File: src/rtl/rps_pkg.sv
// Shared constants and types for the random permutation shuffle unit.
package rps_pkg;

    localparam int MAX_VERTICES = 1024;
    localparam int IDX_W        = $clog2(MAX_VERTICES);
    localparam int COUNT_W      = 11;
    localparam int WORD_W       = 31;
    localparam int VERTEX_W     = 10;
    localparam int EPOCH_W      = 8;
    localparam int APB_AW       = 3;
    localparam int APB_DW       = 32;

    localparam logic [COUNT_W-1:0] COUNT_RESET = COUNT_W'(1024);
    localparam logic [EPOCH_W-1:0] EPOCH_MAX   = {EPOCH_W{1'b1}};

    // register indexes
    localparam logic REG_VERTEX_COUNT = 1'b0;

    typedef struct packed {
        logic [EPOCH_W-1:0] epoch;
        logic [IDX_W-1:0]   value;
    } store_entry_t;

    typedef struct packed {
        logic               en;
        logic [IDX_W-1:0]   addr;
        store_entry_t       data;
    } store_wr_t;

endpackage

File: src/rtl/rps_cfg.sv
// APB-style register port holding the vertex count.
module rps_cfg (
    input  logic                        clk,
    input  logic                        rst_n,
    input  logic                        psel,
    input  logic                        penable,
    input  logic                        pwrite,
    input  logic [rps_pkg::APB_AW-1:0]  paddr,
    input  logic [rps_pkg::APB_DW-1:0]  pwdata,
    output logic [rps_pkg::APB_DW-1:0]  prdata,
    output logic                        pready,
    output logic [rps_pkg::COUNT_W-1:0] vertex_count
);

    logic [rps_pkg::COUNT_W-1:0] count_reg;
    logic [rps_pkg::COUNT_W-1:0] count_next;
    logic                        hit;

    assign hit    = (paddr[rps_pkg::APB_AW-1] == rps_pkg::REG_VERTEX_COUNT);
    assign pready = 1'b1;

    always_comb
    begin
        count_next = count_reg;
        if (psel && penable && pwrite && pready && hit)
        begin
            count_next = pwdata[rps_pkg::COUNT_W-1:0];
        end
    end

    always_ff @(posedge clk or negedge rst_n)
    begin
        if (!rst_n)
        begin
            count_reg <= rps_pkg::COUNT_RESET;
        end
        else
        begin
            count_reg <= count_next;
        end
    end

    assign prdata       = hit ? rps_pkg::APB_DW'(count_reg) : '0;
    assign vertex_count = count_reg;

endmodule

File: config.mk
export PLATFORM = sky130hd
export DESIGN_NAME = rps_cfg
export DESIGN_NICKNAME = d
export VERILOG_FILES = /design/src/rtl/rps_pkg.sv /design/src/rtl/rps_cfg.sv
export SDC_FILE = /design/constraint.sdc
export NUM_CORES = 1
export LEC_CHECK = 0
export BUFFER_PORTS_ARGS = -buffer_cell sky130_fd_sc_hd__buf_2
export CAP_MARGIN = 20
export CORE_AREA = 2 2 50 52
export CTS_CLUSTER_DIAMETER = 50
export DETAILED_ROUTE_END_ITERATION = 7
export DIE_AREA = 0 0 52 54
export PLACE_DENSITY = 0.77
export SYNTH_ARGS = -nofsm -noshare
export SYNTH_HDL_FRONTEND = slang
export SYNTH_SLANG_ARGS = --single-unit
export TNS_END_PERCENT = 5
File: constraint.sdc
create_clock -name clk -period 0.98 [get_ports clk]
set_input_delay 0.196 -clock clk [delete_from_list [all_inputs] [get_ports clk]]
set_output_delay 0.196 -clock clk [all_outputs]
set_load 0.005 [all_outputs]
==> results_dict.tcl <==
set metrics [dict create \
    run_status "finished with violations" \
    violations "negative setup slack" \
    holdPathStages 2 \
    hold_end "vertex_count[9]$_DFFE_PN0P_" \
    worst_r2r_startpoint "vertex_count[8]$_DFFE_PN0P_" \
    utilization_pct 38.83 \
    cts_tree "yes" \
    pin_count 84 \
    rsz0062_at_grt "true" \
    synth_warnings 0 \
    cpPeakStageDelay_ns 0.54 \
    die_area_um2 2808 \
    nets 143 \
    crit_slowest_cell "dfstp_2" \
    crit_type "flip-flop to output port" \
    fp.coreArea_um2 2320 \
    portBuffers 38 \
    seqPwrFrac_pct 45.0 \
    crit_arrival_ns 1.03 \
    grt_antenna_before_repair 0 \
    wl_um 1322 \
    grt_use_met2_pct 16.67 \
    dieWidth_um 52 \
    vias_per_cell 3.758 \
    hold_path.class "primary input to flip-flop" \
    cts_buffer_depth 2 \
    worst_setup_path_start_kind "flip-flop" \
    start_util_pct 31.01 \
    ctsResizeCount 0 \
    place_congestion 0.5686 \
    setup-violations-final 16 \
    ir_worst_vdd_uv 725.2 \
    synth-seq-cells 11 \
    ff2ff_path_depth 1 \
    fin_crit_ns 1.224 \
    cap_violations 0 \
    swShare_pct 27.24 \
    fin_crit_sh_pct 124.9 \
    synth_cells 60 \
    hpwl_um 1078 \
    switchingPower_mw 0.3808 \
    num_rows 18 \
    fin_skew_ns 0 \
    power.density_nw_per_um2 1552 \
    met3_usage_pct 3.333 \
    worstSkewPairLatency_ns 0.26 \
    cp-end-kind "output port" \
    ant_nets 0 \
    syn-cell-area_um2 719.4 \
    grt_util_all_layers_pct 9.331 \
    overflow 0 \
    numCtsBuffers 3 \
    placedCellCount 127 \
    path_max_fanout 3 \
    cp_data_required_time_ns 0.78 \
    antenna_cells 0 \
    postLayoutSetupSlackWorst_ns -0.2445 \
    drc 0 \
    ys_types 11 \
    fin_cells 132 \
    final_cell_mix "buf_2, conb_1, nor2b_1, mux2_4, dfrtp_1" \
    vias 496 \
    first_pass_iters 4 \
    syn_avg_cell_area_um2 11.99 \
    fmax_ghz 0.8167 \
    drive_above_1_share_pct 55.88 \
    timing.reg2reg.setup_slack_ns 0.21 \
    grt_use_met1_pct 10.44 \
    initialDrtViolationCount 5 \
    timing.rr.end "vertex_count[8]$_DFFE_PN0P_" \
    yosysSeqAreaShare_pct 38.43 \
    path_delay_family "flip-flops" \
    wl_per_cell_um 10.02 \
    mostFrequentLayoutCell "buf_2" \
    path_buf_inv 1 \
    area_growth_pct 25.22 \
    largest_register_ffs 11 \
    grt_pass1_vias 428 \
    worstPathCellList "nor2b_1, buf_2" \
    comb_power_share_pct 33.2 \
    clkPwrFrac_pct 21.8 \
    worstHoldStart "pwdata[9]" \
    leakage_nw 0.5386 \
    htree_levels 1 \
    grt_busiest_layer "met2" \
    slew_viol_final 0 \
    cts_sinks 11 \
    grt_max_degree 12 \
    grt_pass1_wl_um 1883 \
    intPower_mw 1.017 \
    clk_pin_slew_ns 0.07 \
    root_buffer "clkbuf_4" \
    die_h_um 54 \
    hold_violations 0 \
]
==> stage by stage <==
step / hold WS, ns / TNS (ns) / area (µm²) / setup slack [ns] / power, mW
4_1_cts: 0.1516 / -1.897 / 900.9 / -0.2664 / 1.426
5_1_grt: 0.1540 / -2.493 / 900.9 / -0.3008 / 1.497
6_report: 0.1596 / -1.568 / 900.9 / -0.2445 / 1.398
2_1_floorplan: -0.09959 / 0 / 794.5 / 0.05611 / 0.9411
3_3_place_gp: 0.07991 / -0.8098 / 864.6 / -0.08212 / 1.093
3_5_place_dp: 0.08268 / -0.9066 / 864.6 / -0.09553 / 1.107
==> cells in the mapped netlist <==
cell type	instances	area [µm²]
dfstp_2	1	26.28
and2b_1	1	7.510
clkbuf_1	1	3.750
nand4b_4	1	23.77
mux2_4	10	150.1
dfrtp_1	10	250.2
conb_1	2	7.510
buf_6	1	11.26
buf_4	22	165.2
mux2_2	1	11.26
nor2b_1	10	62.56
==> per-layer routing <==
layer | wire, µm | vias to the layer above
li1 | - | 231
met3 | 152 | 0
met2 | 666 | 38
met5 | 0 | -
met4 | 0 | 0
met1 | 503 | 227
==> worst max path at each step <==
stage	startpoint	end	slack [ns]	depth (start not counted)
floorplan	paddr[2]	vertex_count[0]$_DFFE_PN0P_	0.06	3
finish	vertex_count[10]$_DFFE_PN1P_	prdata[10]	-0.24	2
detailed placement	paddr[2]	vertex_count[8]$_DFFE_PN0P_	-0.1	4
global placement	paddr[2]	vertex_count[6]$_DFFE_PN0P_	-0.08	4
CTS	vertex_count[10]$_DFFE_PN1P_	prdata[10]	-0.27	2
global route	vertex_count[10]$_DFFE_PN1P_	prdata[10]	-0.30	2
==> cells by family after synthesis <==
group	after synthesis	share of synthesized area, %
multiplexers	11	22.43
buffers and inverters	24	25.04
other	2	1.044
AND/OR/NAND/NOR	12	13.04
flip-flops	11	38.44
==> final cells by class <==
cell class	count	area (µm²)
Timing Repair Buffer	42	222.7
Clock buffer	4	26.28
Fill cell	244	1419
Sequential cell	11	276.5
Multi-Input combinational cell	45	337.8
Tap cell	30	37.54
==> power groups by stage <==
stage	sequential [mW]	combinational, mW	clock [mW]
3_3_place_gp	0.632	0.460	0
6_report	0.629	0.464	0.305
4_1_cts	0.632	0.472	0.322
3_5_place_dp	0.640	0.467	0
5_1_grt	0.648	0.511	0.338
2_1_floorplan	0.641	0.300	0
==> what timing repair did <==
item / 4_1_cts / 5_1_grt
endpoints found under the hold margin: 10 / 0
setup buffers: 0 / 0
gates cloned: 0 / 0
endpoints found under the setup margin: 22 / 22
hold buffers: 1 / 0
(Power assumes the default switching activity.)
