$ cat config.mk
export PLATFORM = sky130hd
export DESIGN_NAME = rps_remainder
export DESIGN_NICKNAME = d
export VERILOG_FILES = /design/src/rtl/rps_pkg.sv /design/src/rtl/rps_remainder.sv
export SDC_FILE = /design/constraint.sdc
export NUM_CORES = 1
export LEC_CHECK = 0
export ABC_AREA = 0
export BUFFER_PORTS_ARGS = -buffer_cell sky130_fd_sc_hd__buf_2
export CAP_MARGIN = 5
export CORE_MARGIN = 4
export CORE_UTILIZATION = 55
export DETAILED_ROUTE_END_ITERATION = 10
export GPL_ROUTABILITY_DRIVEN = 0
export GPL_TIMING_DRIVEN = 0
export PLACE_DENSITY = 0.87
export SYNTH_ARGS = -nofsm -noshare
export SYNTH_HDL_FRONTEND = slang
export SYNTH_SLANG_ARGS = --single-unit
export TNS_END_PERCENT = 1
$ cat constraint.sdc
create_clock -name clk -period 2.3 [get_ports clk]
set_input_delay 0.46 -clock clk [delete_from_list [all_inputs] [get_ports clk]]
set_output_delay 0.46 -clock clk [all_outputs]
set_load 0.005 [all_outputs]
$ cat src/rtl/rps_pkg.sv
// Shared constants and types for the random permutation shuffle unit.
package rps_pkg;

    localparam int MAX_VERTICES = 1024;
    localparam int IDX_W        = $clog2(MAX_VERTICES);
    localparam int COUNT_W      = 11;
    localparam int WORD_W       = 31;
    localparam int VERTEX_W     = 10;
    localparam int EPOCH_W      = 8;
    localparam int APB_AW       = 3;
    localparam int APB_DW       = 32;

    localparam logic [COUNT_W-1:0] COUNT_RESET = COUNT_W'(1024);
    localparam logic [EPOCH_W-1:0] EPOCH_MAX   = {EPOCH_W{1'b1}};

    // register indexes
    localparam logic REG_VERTEX_COUNT = 1'b0;

    typedef struct packed {
        logic [EPOCH_W-1:0] epoch;
        logic [IDX_W-1:0]   value;
    } store_entry_t;

    typedef struct packed {
        logic               en;
        logic [IDX_W-1:0]   addr;
        store_entry_t       data;
    } store_wr_t;

endpackage

$ cat src/rtl/rps_remainder.sv
// Bit-serial restoring remainder: word mod divisor, one quotient bit per cycle.
module rps_remainder (
    input  logic                        clk,
    input  logic                        rst_n,
    input  logic                        start,
    input  logic [rps_pkg::WORD_W-1:0]  word,
    input  logic [rps_pkg::COUNT_W-1:0] divisor,
    output logic                        busy,
    output logic [rps_pkg::IDX_W-1:0]   rem
);

    localparam int CNT_W = $clog2(rps_pkg::WORD_W);
    localparam int CMP_W = rps_pkg::COUNT_W + rps_pkg::IDX_W + 1;

    logic [rps_pkg::WORD_W-1:0]  word_reg,    word_next;
    logic [rps_pkg::COUNT_W-1:0] div_reg,     div_next;
    logic [rps_pkg::IDX_W-1:0]   rem_reg,     rem_next;
    logic [CNT_W-1:0]            cnt_reg,     cnt_next;
    logic                        busy_reg,    busy_next;
    logic [CMP_W-1:0]            trial;
    logic [CMP_W-1:0]            div_ext;
    logic [CMP_W-1:0]            diff;

    assign trial   = CMP_W'({rem_reg, word_reg[rps_pkg::WORD_W-1]});
    assign div_ext = CMP_W'(div_reg);
    assign diff    = trial - div_ext;

    always_comb
    begin
        word_next = word_reg;
        div_next  = div_reg;
        rem_next  = rem_reg;
        cnt_next  = cnt_reg;
        busy_next = busy_reg;
        if (start)
        begin
            word_next = word;
            div_next  = divisor;
            rem_next  = '0;
            cnt_next  = '0;
            busy_next = 1'b1;
        end
        else if (busy_reg)
        begin
            // partial remainder stays below the divisor, so it fits the index width
            rem_next  = (trial >= div_ext) ? diff[rps_pkg::IDX_W-1:0]
                                           : trial[rps_pkg::IDX_W-1:0];
            word_next = {word_reg[rps_pkg::WORD_W-2:0], 1'b0};
            cnt_next  = cnt_reg + 1'b1;
            if (cnt_reg == CNT_W'(rps_pkg::WORD_W - 1))
            begin
                busy_next = 1'b0;
            end
        end
    end

    always_ff @(posedge clk or negedge rst_n)
    begin
        if (!rst_n)
        begin
            busy_reg <= 1'b0;
            cnt_reg  <= '0;
        end
        else
        begin
            busy_reg <= busy_next;
            cnt_reg  <= cnt_next;
        end
    end

    always_ff @(posedge clk)
    begin
        word_reg <= word_next;
        div_reg  <= div_next;
        rem_reg  <= rem_next;
    end

    assign busy = busy_reg;
    assign rem  = rem_reg;

endmodule

==> results_dict.tcl, run 1 <==
set metrics [dict create \
    status "finished, final reports clean" \
    finalMaxSlewViolations 0 \
    post_cts.repair.setup_buffers 0 \
    worst-slew-pin-transition_ns 0.6169 \
    route.detailed.drc 0 \
    finish.cell_count_without_fillers 380 \
    vias_per_cell 5.671 \
    largest_net_degree_at_the_start_of_global_routing 32 \
    synth_largest_area_cell "sky130_fd_sc_hd__edfxtp_1" \
    detailedRoute.firstPassIterationCount 4 \
    finalCritPeriodShare 0.9414 \
    critical_path_class "register to register" \
    numCtsBuffers 9 \
    synth_nets 297 \
    synth.top_cells.by_count "sky130_fd_sc_hd__edfxtp_1 (42), sky130_fd_sc_hd__mux2_2 (30), sky130_fd_sc_hd__inv_1 (18)" \
    antenna_violations_before_repair 0 \
    synth_sequential_area_ratio 0.5516 \
    cts_max_path_buffers 2 \
    synth_ff_type "sky130_fd_sc_hd__edfxtp_1" \
    final_util 0.6838 \
    fin_skew_ns 0.007442 \
    synth.avg_cell_area_sq_um 12.28 \
    setup-violations-final 0 \
    worst_setup_path_end_kind "register" \
    number_of_global_route_vias_before_repair 2161 \
    ys_async_sr_fraction 0.1034 \
    global_route_wire_length_before_repair_um 9867 \
    synth-edff-count 42 \
    die_area_sq_um 6542 \
    max_freq_ghz 0.4618 \
    flip_flop_count_of_the_largest_register_after_layout 31 \
    area_growth_syn_to_layout_pct 20.30 \
    num-nets-final 364 \
    max_cap_viols 0 \
    fin_total_pwr_uw 2552 \
    num_rows 26 \
    flops_latches_synth 58 \
    gr-usage-all-layers 0.2086 \
    drtAntennaViolNets 0 \
    antenna_cells 0 \
    ir_drop_worst_vdd_uv 562.3 \
    cts_root_buf "sky130_fd_sc_hd__clkbuf_8" \
    synth_warnings 0 \
    cp_data_arrival_time_ns 2.41 \
    whs_ns 0.2880 \
    fp.dieH_um 80.88 \
    die_w_um 80.88 \
    period_needed_ns 2.165 \
    htree_levels 3 \
    stdcell_area_sq_um 3515 \
    rsz0062_at_grt "false" \
    wl_per_cell_um 16.34 \
    post-synth-top-count-cell "sky130_fd_sc_hd__edfxtp_1" \
    worst-endpoint-required_ns 2.54 \
    crit_path_start_kind "register" \
    cts_tree "built" \
    synth.area.top_cells "sky130_fd_sc_hd__edfxtp_1 (43%), sky130_fd_sc_hd__mux2_2 (12%), sky130_fd_sc_hd__dfxtp_1 (6.9%)" \
    post_synth_num_cell_types 46 \
    synthesis.area_sq_um 2922 \
    place_hpwl_um 4207 \
    cts.sink_count 58 \
    p_per_area_nw_per_um2 726.1 \
    netlist.area_leader.share 0.4317 \
    floorplan.initialDensity 0.5684 \
    worstPathMaxFanout 8 \
    finalHoldViolations 0 \
    initialDrtViolationCount 263 \
    clk-insertion-delay-late_ns 0.34 \
    grt_remaining_overflow 0 \
    i_o_pin_cnt 56 \
    detailed_place.area_sq_um 3284 \
    routed-via-count 2155 \
    netlist_instances 238 \
    clk_pin_slew_worst_paths_ns 0.07 \
    fraction_of_final_layout_cells_with_drive_strength_greater_than_1 0.3452 \
    slew_headroom 0.5879 \
    core_region_area_sq_um 5140 \
    hold_path.class "input pin to register" \
    leakagePower_uw 0.001484 \
    place_inst 363 \
    wl_um 6210 \
    placement.io_buffers 55 \
]
## final timing paths
kind	start	to	slack [ns]	cells after the start
worst min register to register	rem[9]$_SDFFE_PP0P_	rem[9]$_SDFFE_PP0P_	0.48	2
worst min-delay path	divisor[0]	div_reg[0]$_DFFE_PP_	0.29	1
worst max-delay path	rem[7]$_SDFFE_PP0P_	rem[0]$_SDFFE_PP0P_	0.13	6
worst max register to register	rem[7]$_SDFFE_PP0P_	rem[0]$_SDFFE_PP0P_	0.13	6
min in group asynchronous	rst_n	busy$_DFF_PN0_	0.47	2
max in group asynchronous	rst_n	cnt_reg[3]$_DFFE_PN0P_	1.69	2
## placed cells by master (no fill, tap or decap), types with 2 or more instances in the layout
master	instances
sky130_fd_sc_hd__edfxtp_1	42
sky130_fd_sc_hd__o21ai_0	5
sky130_fd_sc_hd__nand4_1	6
sky130_fd_sc_hd__nor3_1	2
sky130_fd_sc_hd__dfxtp_1	10
sky130_fd_sc_hd__nand2_1	12
sky130_fd_sc_hd__and2_1	3
sky130_fd_sc_hd__dfrtp_1	6
sky130_fd_sc_hd__clkinvlp_4	3
sky130_fd_sc_hd__o31ai_1	4
sky130_fd_sc_hd__and3_1	2
sky130_fd_sc_hd__a21oi_1	12
sky130_fd_sc_hd__xor2_1	5
sky130_fd_sc_hd__clkbuf_8	9
sky130_fd_sc_hd__a311oi_1	4
sky130_fd_sc_hd__nor3b_1	2
sky130_fd_sc_hd__nor2_1	15
sky130_fd_sc_hd__o21ai_1	3
sky130_fd_sc_hd__xnor2_1	4
sky130_fd_sc_hd__mux2_2	30
sky130_fd_sc_hd__clkbuf_1	7
sky130_fd_sc_hd__nand2b_1	3
sky130_fd_sc_hd__ha_1	13
sky130_fd_sc_hd__inv_1	17
sky130_fd_sc_hd__o21a_1	2
sky130_fd_sc_hd__nand3_1	6
sky130_fd_sc_hd__bufinv_16	2
sky130_fd_sc_hd__buf_2	56
## cell type report
class	count	area (sq um)
well taps	70	87.58
clock inverters	5	78.83
multi-input cells	155	1221
flip-flops and latches	58	1612
clock buffers	11	131.4
fillers	392	1625
inverters	18	71.32
plain buffers	7	27.53
repair buffers	56	285.3
## worst max-delay path: stages, from the launching register on
cell and delay, ns:
sky130_fd_sc_hd__dfxtp_1 0.34, sky130_fd_sc_hd__ha_1 0.40, sky130_fd_sc_hd__a21oi_1 0.30, sky130_fd_sc_hd__o31a_1 0.27
sky130_fd_sc_hd__o21a_1 0.34, sky130_fd_sc_hd__a21oi_1 0.13, sky130_fd_sc_hd__a311oi_1 0.30
## per-layer routing
layer,GRT usage,vias to the layer above,share of wire
met5,0,-,0
met4,0.1014,0,0.018
met3,0.07206,13,0.093
met2,0.3415,95,0.50
met1,0.2448,1022,0.38
li1,-,1025,-
## where the power goes
| part | internal [uW] | switching [uW] |
|---|---|---|
| registers | 1210 | 33.2 |
| logic | 146 | 142 |
| clock network | 607 | 411 |
| total | 1970 | 586 |
## cells by family (layout without fill, tap and decap cells)
family | after synthesis | in the layout | share of synthesized area
XOR/XNOR | 9 | 9 | 0.02698
multiplexers | 31 | 31 | 0.1191
AO/OA/AOI/OAI | 46 | 46 | 0.1148
buffers and inverters | 25 | 97 | 0.03254
adder cells (fa/ha/maj) | 14 | 14 | 0.06253
AND/OR/NAND/NOR | 55 | 55 | 0.09251
flip-flops | 58 | 58 | 0.5516
## metrics by stage
stage	TNS, ns	setup slack [ns]
finish	0	0.1347
global route	0	0.01783
CTS	0	0.02088
detailed placement	-11.87	-0.3833
global placement	-11.03	-0.3573
floorplan	0	0.3522
## what timing repair did
item                                    4_1_cts  5_1_grt
endpoints found under the setup margin       31       35
endpoints found under the hold margin         6        0
gates resized for setup                       1        2
hold buffers                                  1        0
Note: power is estimated with default switching activity, not from simulation.
==> run 2, diff against run 1 <==
CELL_PAD_IN_SITES_DETAIL_PLACEMENT = 2   (was not set)
CELL_PAD_IN_SITES_GLOBAL_PLACEMENT = 2   (was not set)
CORE_MARGIN = 10   (was 4)
CORE_UTILIZATION = 36   (was 55)
PLACE_DENSITY = 0.86   (was 0.87)
==> run 2 against run 1 <==
  * First-iteration DRC count shrank 73%
  * Clock power is 3% lower
  * Clock-buffer cell count grew 1
  * Sequential power hardly changed
  * Sequential cell count unchanged
  * Die area increased by 85%
  * Sequential share of layout area decreased by 0.79 points
  * Critical path type unchanged
  * Critical endpoint is now rem[8]$_SDFFE_PP0P_
  * Largest power group unchanged
==> results_dict.tcl, run 2 (synthesis results as in run 1) <==
set metrics [dict create \
    status "finished, final reports clean" \
    gr-usage-all-layers 0.1550 \
    final_util 0.4580 \
    holdCritStartpoint "divisor[6]" \
    drtAntennaViolNets 0 \
    final_common_cell "sky130_fd_sc_hd__buf_2" \
    placement.io_buffers 55 \
    number_of_global_route_vias_before_repair 2557 \
    reg2reg_from "word_reg[30]$_DFFE_PP_" \
    cts_root_buf "sky130_fd_sc_hd__clkbuf_8" \
    numCtsBuffers 9 \
    global_route_wire_length_before_repair_um 14190 \
    place_inst 395 \
    wl_um 8736 \
    wl_per_cell_um 21.15 \
    i_o_pin_cnt 56 \
    period_needed_ns 2.238 \
    finish.cell_count_without_fillers 413 \
    worst-slew-pin-transition_ns 0.6533 \
    worst-endpoint-required_ns 2.50 \
    htree_levels 3 \
    fp.dieH_um 110.1 \
    route.detailed.drc 0 \
    stdcell_area_sq_um 3576 \
    post_cts.repair.setup_buffers 0 \
    critical_path_class "register to register" \
    max_freq_ghz 0.4468 \
    cp_common_cell "sky130_fd_sc_hd__inv_1" \
    num_rows 32 \
    fraction_of_final_layout_cells_with_drive_strength_greater_than_1 0.3613 \
    final_cell_mix "sky130_fd_sc_hd__buf_2 (56), sky130_fd_sc_hd__edfxtp_1 (42), sky130_fd_sc_hd__mux2_2 (30)" \
    wl_met2_um 4484 \
    slew_headroom 0.5636 \
    cts_max_path_buffers 2 \
    cts.sink_count 58 \
    timing.critical_path.cells "inv_1 > ha_1 > inv_1 > fa_1 > nand3_1 > a21oi_1 > or4_1 > o211ai_2 > a311oi_2" \
    cpPeakStageDelay_ns 0.50 \
    dp_worst_setup_slack_ns -0.5948 \
    met3_wire_length_um 617 \
    floorplan.initialDensity 0.3742 \
    worstPathMaxFanout 3 \
    whs_endpoint "div_reg[6]$_DFFE_PP_" \
    reg2regPathDepth 9 \
    whs_path_depth 1 \
    timing.reg2reg.setup_slack_ns 0.06 \
    detailedRoute.firstPassIterationCount 4 \
    clk_pin_slew_worst_paths_ns 0.08 \
    core_region_area_sq_um 7807 \
    routed-via-count 2173 \
    fin_skew_ns 0.02038 \
    rsz0062_at_grt "true" \
    vias_per_cell 5.262 \
    ir_drop_worst_vdd_uv 379.0 \
    worst_setup_path_end_kind "register" \
    place_hpwl_um 6258 \
    area_growth_syn_to_layout_pct 22.40 \
    die_w_um 110.1 \
    worst_path_top_cell_family_by_delay "simple AND/OR/NAND/NOR gates" \
    largest_net_degree_at_the_start_of_global_routing 32 \
    cts_tree "built" \
    initialDrtViolationCount 70 \
    p_per_area_nw_per_um2 712.5 \
    finalHoldViolations 0 \
    cp.buffers_inverters 2 \
    crit_path_start_kind "register" \
    timing.rr.end "rem[8]$_SDFFE_PP0P_" \
    flip_flop_count_of_the_largest_register_after_layout 31 \
    grt_remaining_overflow 0 \
    fin_total_pwr_uw 2548 \
    detailed_place.area_sq_um 3324 \
    post-route-worst-setup-slack_ns 0.06173 \
    finalMaxSlewViolations 0 \
    num-nets-final 364 \
    finalCritPeriodShare 0.9732 \
    max_cap_viols 0 \
    cpMaxStageDelayCell "sky130_fd_sc_hd__or4_1" \
    antenna_violations_before_repair 0 \
    cp_data_arrival_time_ns 2.44 \
    route.top_layer_used "met4" \
    setup-violations-final 0 \
    clk-insertion-delay-late_ns 0.35 \
    hold_path.class "input pin to register" \
    met1Wirelength_um 3452 \
    die_area_sq_um 12120 \
    leakagePower_uw 0.001489 \
]
run 2: changes by cell type in the layout (fill, tap and decap cells not counted), sizes merged:
cell,before,now
clkbuf,16,17
clkinvlp,3,2
bufinv,2,1
diode,0,1
clkinv,1,2
run 2: worst reg2reg max path: stages, from the launching register on:
cell	delay, ns
sky130_fd_sc_hd__edfxtp_1	0.36
sky130_fd_sc_hd__inv_1	0.11
sky130_fd_sc_hd__ha_1	0.19
sky130_fd_sc_hd__inv_1	0.07
sky130_fd_sc_hd__fa_1	0.40
sky130_fd_sc_hd__nand3_1	0.13
sky130_fd_sc_hd__a21oi_1	0.13
sky130_fd_sc_hd__or4_1	0.50
sky130_fd_sc_hd__o211ai_2	0.10
sky130_fd_sc_hd__a311oi_2	0.12
run 2: area by class of cell:
cell class / count / area [sq um]
inverter: 18 / 71.32
clock buffer: 12 / 155.1
clock inverter: 4 / 51.30
fill: 811 / 4232
antenna: 1 / 2.502
multi-input combinational: 155 / 1244
buffer: 7 / 27.53
tap: 102 / 127.6
sequential: 58 / 1612
timing repair buffer: 56 / 285.3
run 2: per-stage QoR:
| stage | hold slack (ns) | setup TNS (ns) |
|---|---|---|
| after detailed placement | 0.2913 | -21.25 |
| after floorplan | 0.1644 | 0 |
| after global routing | 0.2755 | -0.03431 |
| after global placement | 0.2929 | -11.66 |
| after CTS | 0.2772 | 0 |
| final | 0.2932 | 0 |
run 2: timing repair:
| item | in CTS | in global routing |
|---|---|---|
| hold endpoints to repair | 6 | 0 |
| hold buffers | 1 | 0 |
| endpoints found under the setup margin | 38 | 9 |
| resized for setup | 3 | 6 |
| gates cloned | 0 | 0 |
run 2: where the power goes:
part / total [uW] / switching (uW) / internal [uW] / leakage, uW
clock: 985 / 425 / 560 / 0.000103
combinational: 312 / 164 / 149 / 0.000791
sequential: 1250 / 37.4 / 1210 / 0.000595
run 2: per-layer routing:
metal / vias to the layer above / global-route usage
met5: - / 0
met4: 0 / 0.05483
met3: 16 / 0.06326
met2: 62 / 0.2655
met1: 1075 / 0.1698
li1: 1020 / -
run 2: worst max-delay path by stage:
stage / cells after the start / to / startpoint / slack (ns)
2_1_floorplan: 9 / rem[8]$_SDFFE_PP0P_ / word_reg[30]$_DFFE_PP_ / 0.35
6_report: 9 / rem[8]$_SDFFE_PP0P_ / word_reg[30]$_DFFE_PP_ / 0.06
4_1_cts: 9 / rem[8]$_SDFFE_PP0P_ / word_reg[30]$_DFFE_PP_ / 0.04
3_5_place_dp: 4 / word_reg[5]$_DFFE_PP_ / start / -0.59
5_1_grt: 7 / rem[0]$_SDFFE_PP0P_ / div_reg[4]$_DFFE_PP_ / -0.02
3_3_place_gp: 4 / word_reg[7]$_DFFE_PP_ / start / -0.38
==> run 3, diff against run 2 <==
BUFFER_PORTS_ARGS = -buffer_cell sky130_fd_sc_hd__clkbuf_2   (was -buffer_cell sky130_fd_sc_hd__buf_2)
==> run 3 against run 2 <==
  * Clock-buffer cell count shrank 2
  * Final cell count shrank 0.24%
  * Critical path depth is the same
  * Register-to-register slack gained 0.04 ns
  * Worst hold slack gained 0.0042 ns
  * Critical path type unchanged
  * Largest power group unchanged
  * Highest routed layer unchanged
==> results_dict.tcl, run 3 (synthesis results as in run 1) <==
set metrics [dict create \
    status "finished, final reports clean" \
    placement.io_buffers 55 \
    max_cap_viols 0 \
    ir_drop_worst_vdd_uv 500.4 \
    slew_headroom 0.5794 \
    p_int_uw 1964 \
    timing.critical_path.cells "inv_1 > ha_1 > inv_1 > fa_1 > nand3_1 > a21oi_1 > o31ai_1 > o211ai_2 > a311oi_2" \
    htree_levels 3 \
    finalCritPeriodShare 0.9541 \
    global_route_wire_length_before_repair_um 13770 \
    clk-insertion-delay-late_ns 0.33 \
    wl_um 8332 \
    hold_path.class "input pin to register" \
    clock_network_fraction_of_total_power 0.394 \
    finalHoldViolations 0 \
    cts_max_path_buffers 2 \
    combPwrFrac 0.119 \
    wl_per_cell_um 20.22 \
    final_util 0.4561 \
    cts_root_buf "sky130_fd_sc_hd__clkbuf_8" \
    crit_path_start_kind "register" \
    numCtsBuffers 9 \
    critical_path_class "register to register" \
    finalMaxSlewViolations 0 \
    gr-usage-all-layers 0.1483 \
    worstPathMaxFanout 3 \
    fin_total_pwr_uw 2572 \
    antenna_violations_before_repair 0 \
    period_needed_ns 2.194 \
    grt_remaining_overflow 0 \
    initialDrtViolationCount 88 \
    routed-via-count 2135 \
    drtAntennaViolNets 0 \
    fraction_of_final_layout_cells_with_drive_strength_greater_than_1 0.3516 \
    cp_data_arrival_time_ns 2.45 \
    fp.dieH_um 110.1 \
    post-route-worst-setup-slack_ns 0.1056 \
    die_area_sq_um 12120 \
    cpMaxStageDelayCell "sky130_fd_sc_hd__fa_1" \
    final_cell_mix "sky130_fd_sc_hd__clkbuf_2 (55), sky130_fd_sc_hd__edfxtp_1 (42), sky130_fd_sc_hd__mux2_2 (30)" \
    reg2reg_from "word_reg[30]$_DFFE_PP_" \
    die_w_um 110.1 \
    number_of_global_route_vias_before_repair 2526 \
    leakagePower_uw 0.001497 \
    area_growth_syn_to_layout_pct 21.88 \
    multiInputGateArea_sq_um 1229 \
    floorplan.initialDensity 0.3742 \
    vias_per_cell 5.182 \
    core_region_area_sq_um 7807 \
    antenna_cells 0 \
    i_o_pin_cnt 56 \
    worst-slew-pin-transition_ns 0.6296 \
    route.detailed.drc 0 \
    worst_path_top_cell_family_by_delay "compound AO/OA/AOI/OAI gates" \
    largest_net_degree_at_the_start_of_global_routing 32 \
    setup-violations-final 0 \
    num_rows 32 \
    final-seq-area_sq_um 1612 \
    flip_flop_count_of_the_largest_register_after_layout 31 \
    place_hpwl_um 6435 \
    cts.sink_count 58 \
    dp_worst_setup_slack_ns -0.4622 \
    startpoint "word_reg[30]$_DFFE_PP_" \
    p_per_area_nw_per_um2 722.3 \
    timing.setup.tns_ns 0 \
    clk_pin_slew_worst_paths_ns 0.07 \
    cp.buffers_inverters 2 \
    cp_common_cell "sky130_fd_sc_hd__inv_1" \
    num-nets-final 364 \
    max_freq_ghz 0.4557 \
    p_sw_frac 0.2363 \
    post_cts.repair.setup_buffers 0 \
    final_common_cell "sky130_fd_sc_hd__clkbuf_2" \
    cpPeakStageDelay_ns 0.39 \
    worst_setup_path_end_kind "register" \
    detailedRoute.firstPassIterationCount 4 \
    rsz0062_at_grt "true" \
    power.share.sequential 0.487 \
    nFillCells 824 \
    cts_tree "built" \
    fin_skew_ns 0.009980 \
    holdCritStartpoint "divisor[8]" \
    worst-endpoint-required_ns 2.55 \
    power.net_switching_uw 607.7 \
]
## run 3: cell count changes in the layout (fill, tap and decap cells not counted), moves of 2 or more
cell and delta:
sky130_fd_sc_hd__buf_2 -55, sky130_fd_sc_hd__clkbuf_2 +55, sky130_fd_sc_hd__clkbuf_8 -2, sky130_fd_sc_hd__clkinv_1 +2
## run 3: layout make-up
class | instances | area share
inverters | 18 | 0.02003
clock buffers | 10 | 0.03584
multi-input cells | 155 | 0.3450
plain buffers | 7 | 0.007730
clock inverters | 6 | 0.02284
well taps | 102 | 0.03584
flip-flops and latches | 58 | 0.4526
repair buffers | 56 | 0.08011
## run 3: through the flow
stage | hold slack, ns | area (sq um) | cells
2_1_floorplan | 0.1644 | 2922 | 238
5_1_grt | 0.2705 | 3561 | 412
6_report | 0.2974 | 3561 | 412
4_1_cts | 0.2744 | 3550 | 412
3_5_place_dp | 0.2961 | 3324 | 395
3_3_place_gp | 0.2973 | 3324 | 395
## run 3: metal layers
layer,share of wire,wire length (um),global-route usage,vias up
li1,-,-,-,1025
met5,0,0,0,-
met2,0.50,4192,0.2528,52
met1,0.43,3555,0.1699,1052
met4,0.0077,64,0.04089,0
met3,0.062,520,0.05688,6
## run 3: worst paths after layout
check	slack [ns]	cells after the start	end
min in group asynchronous	0.50	2	cnt_reg[2]$_DFFE_PN0P_
setup / recovery	0.11	9	rem[8]$_SDFFE_PP0P_
hold reg to reg	0.51	2	rem[9]$_SDFFE_PP0P_
hold / removal	0.30	1	div_reg[8]$_DFFE_PP_
setup reg to reg	0.11	9	rem[8]$_SDFFE_PP0P_
max in group asynchronous	1.65	2	cnt_reg[3]$_DFFE_PN0P_
## run 3: timing repair
item | CTS | global route
gates cloned | 0 | 0
endpoints found under the setup margin | 31 | 39
hold buffers | 1 | 0
hold endpoints to repair | 6 | 0
pin swaps | 0 | 0
resized for setup | 2 | 4
## run 3: power by group through the flow
stage / clock network, uW / registers, uW / logic (uW)
2_1_floorplan: 0 / 1260 / 195
4_1_cts: 1050 / 1250 / 310
3_5_place_dp: 0 / 1270 / 304
3_3_place_gp: 0 / 1270 / 283
6_report: 1010 / 1250 / 306
5_1_grt: 1100 / 1260 / 343
## run 3: worst register-to-register path, cell delays in order (launching register included)
cell and delay (ns):
sky130_fd_sc_hd__edfxtp_1 0.38, sky130_fd_sc_hd__inv_1 0.10, sky130_fd_sc_hd__ha_1 0.17, sky130_fd_sc_hd__inv_1 0.06, sky130_fd_sc_hd__fa_1 0.40, sky130_fd_sc_hd__nand3_1 0.15
sky130_fd_sc_hd__a21oi_1 0.11, sky130_fd_sc_hd__o31ai_1 0.34, sky130_fd_sc_hd__o211ai_2 0.15, sky130_fd_sc_hd__a311oi_2 0.27
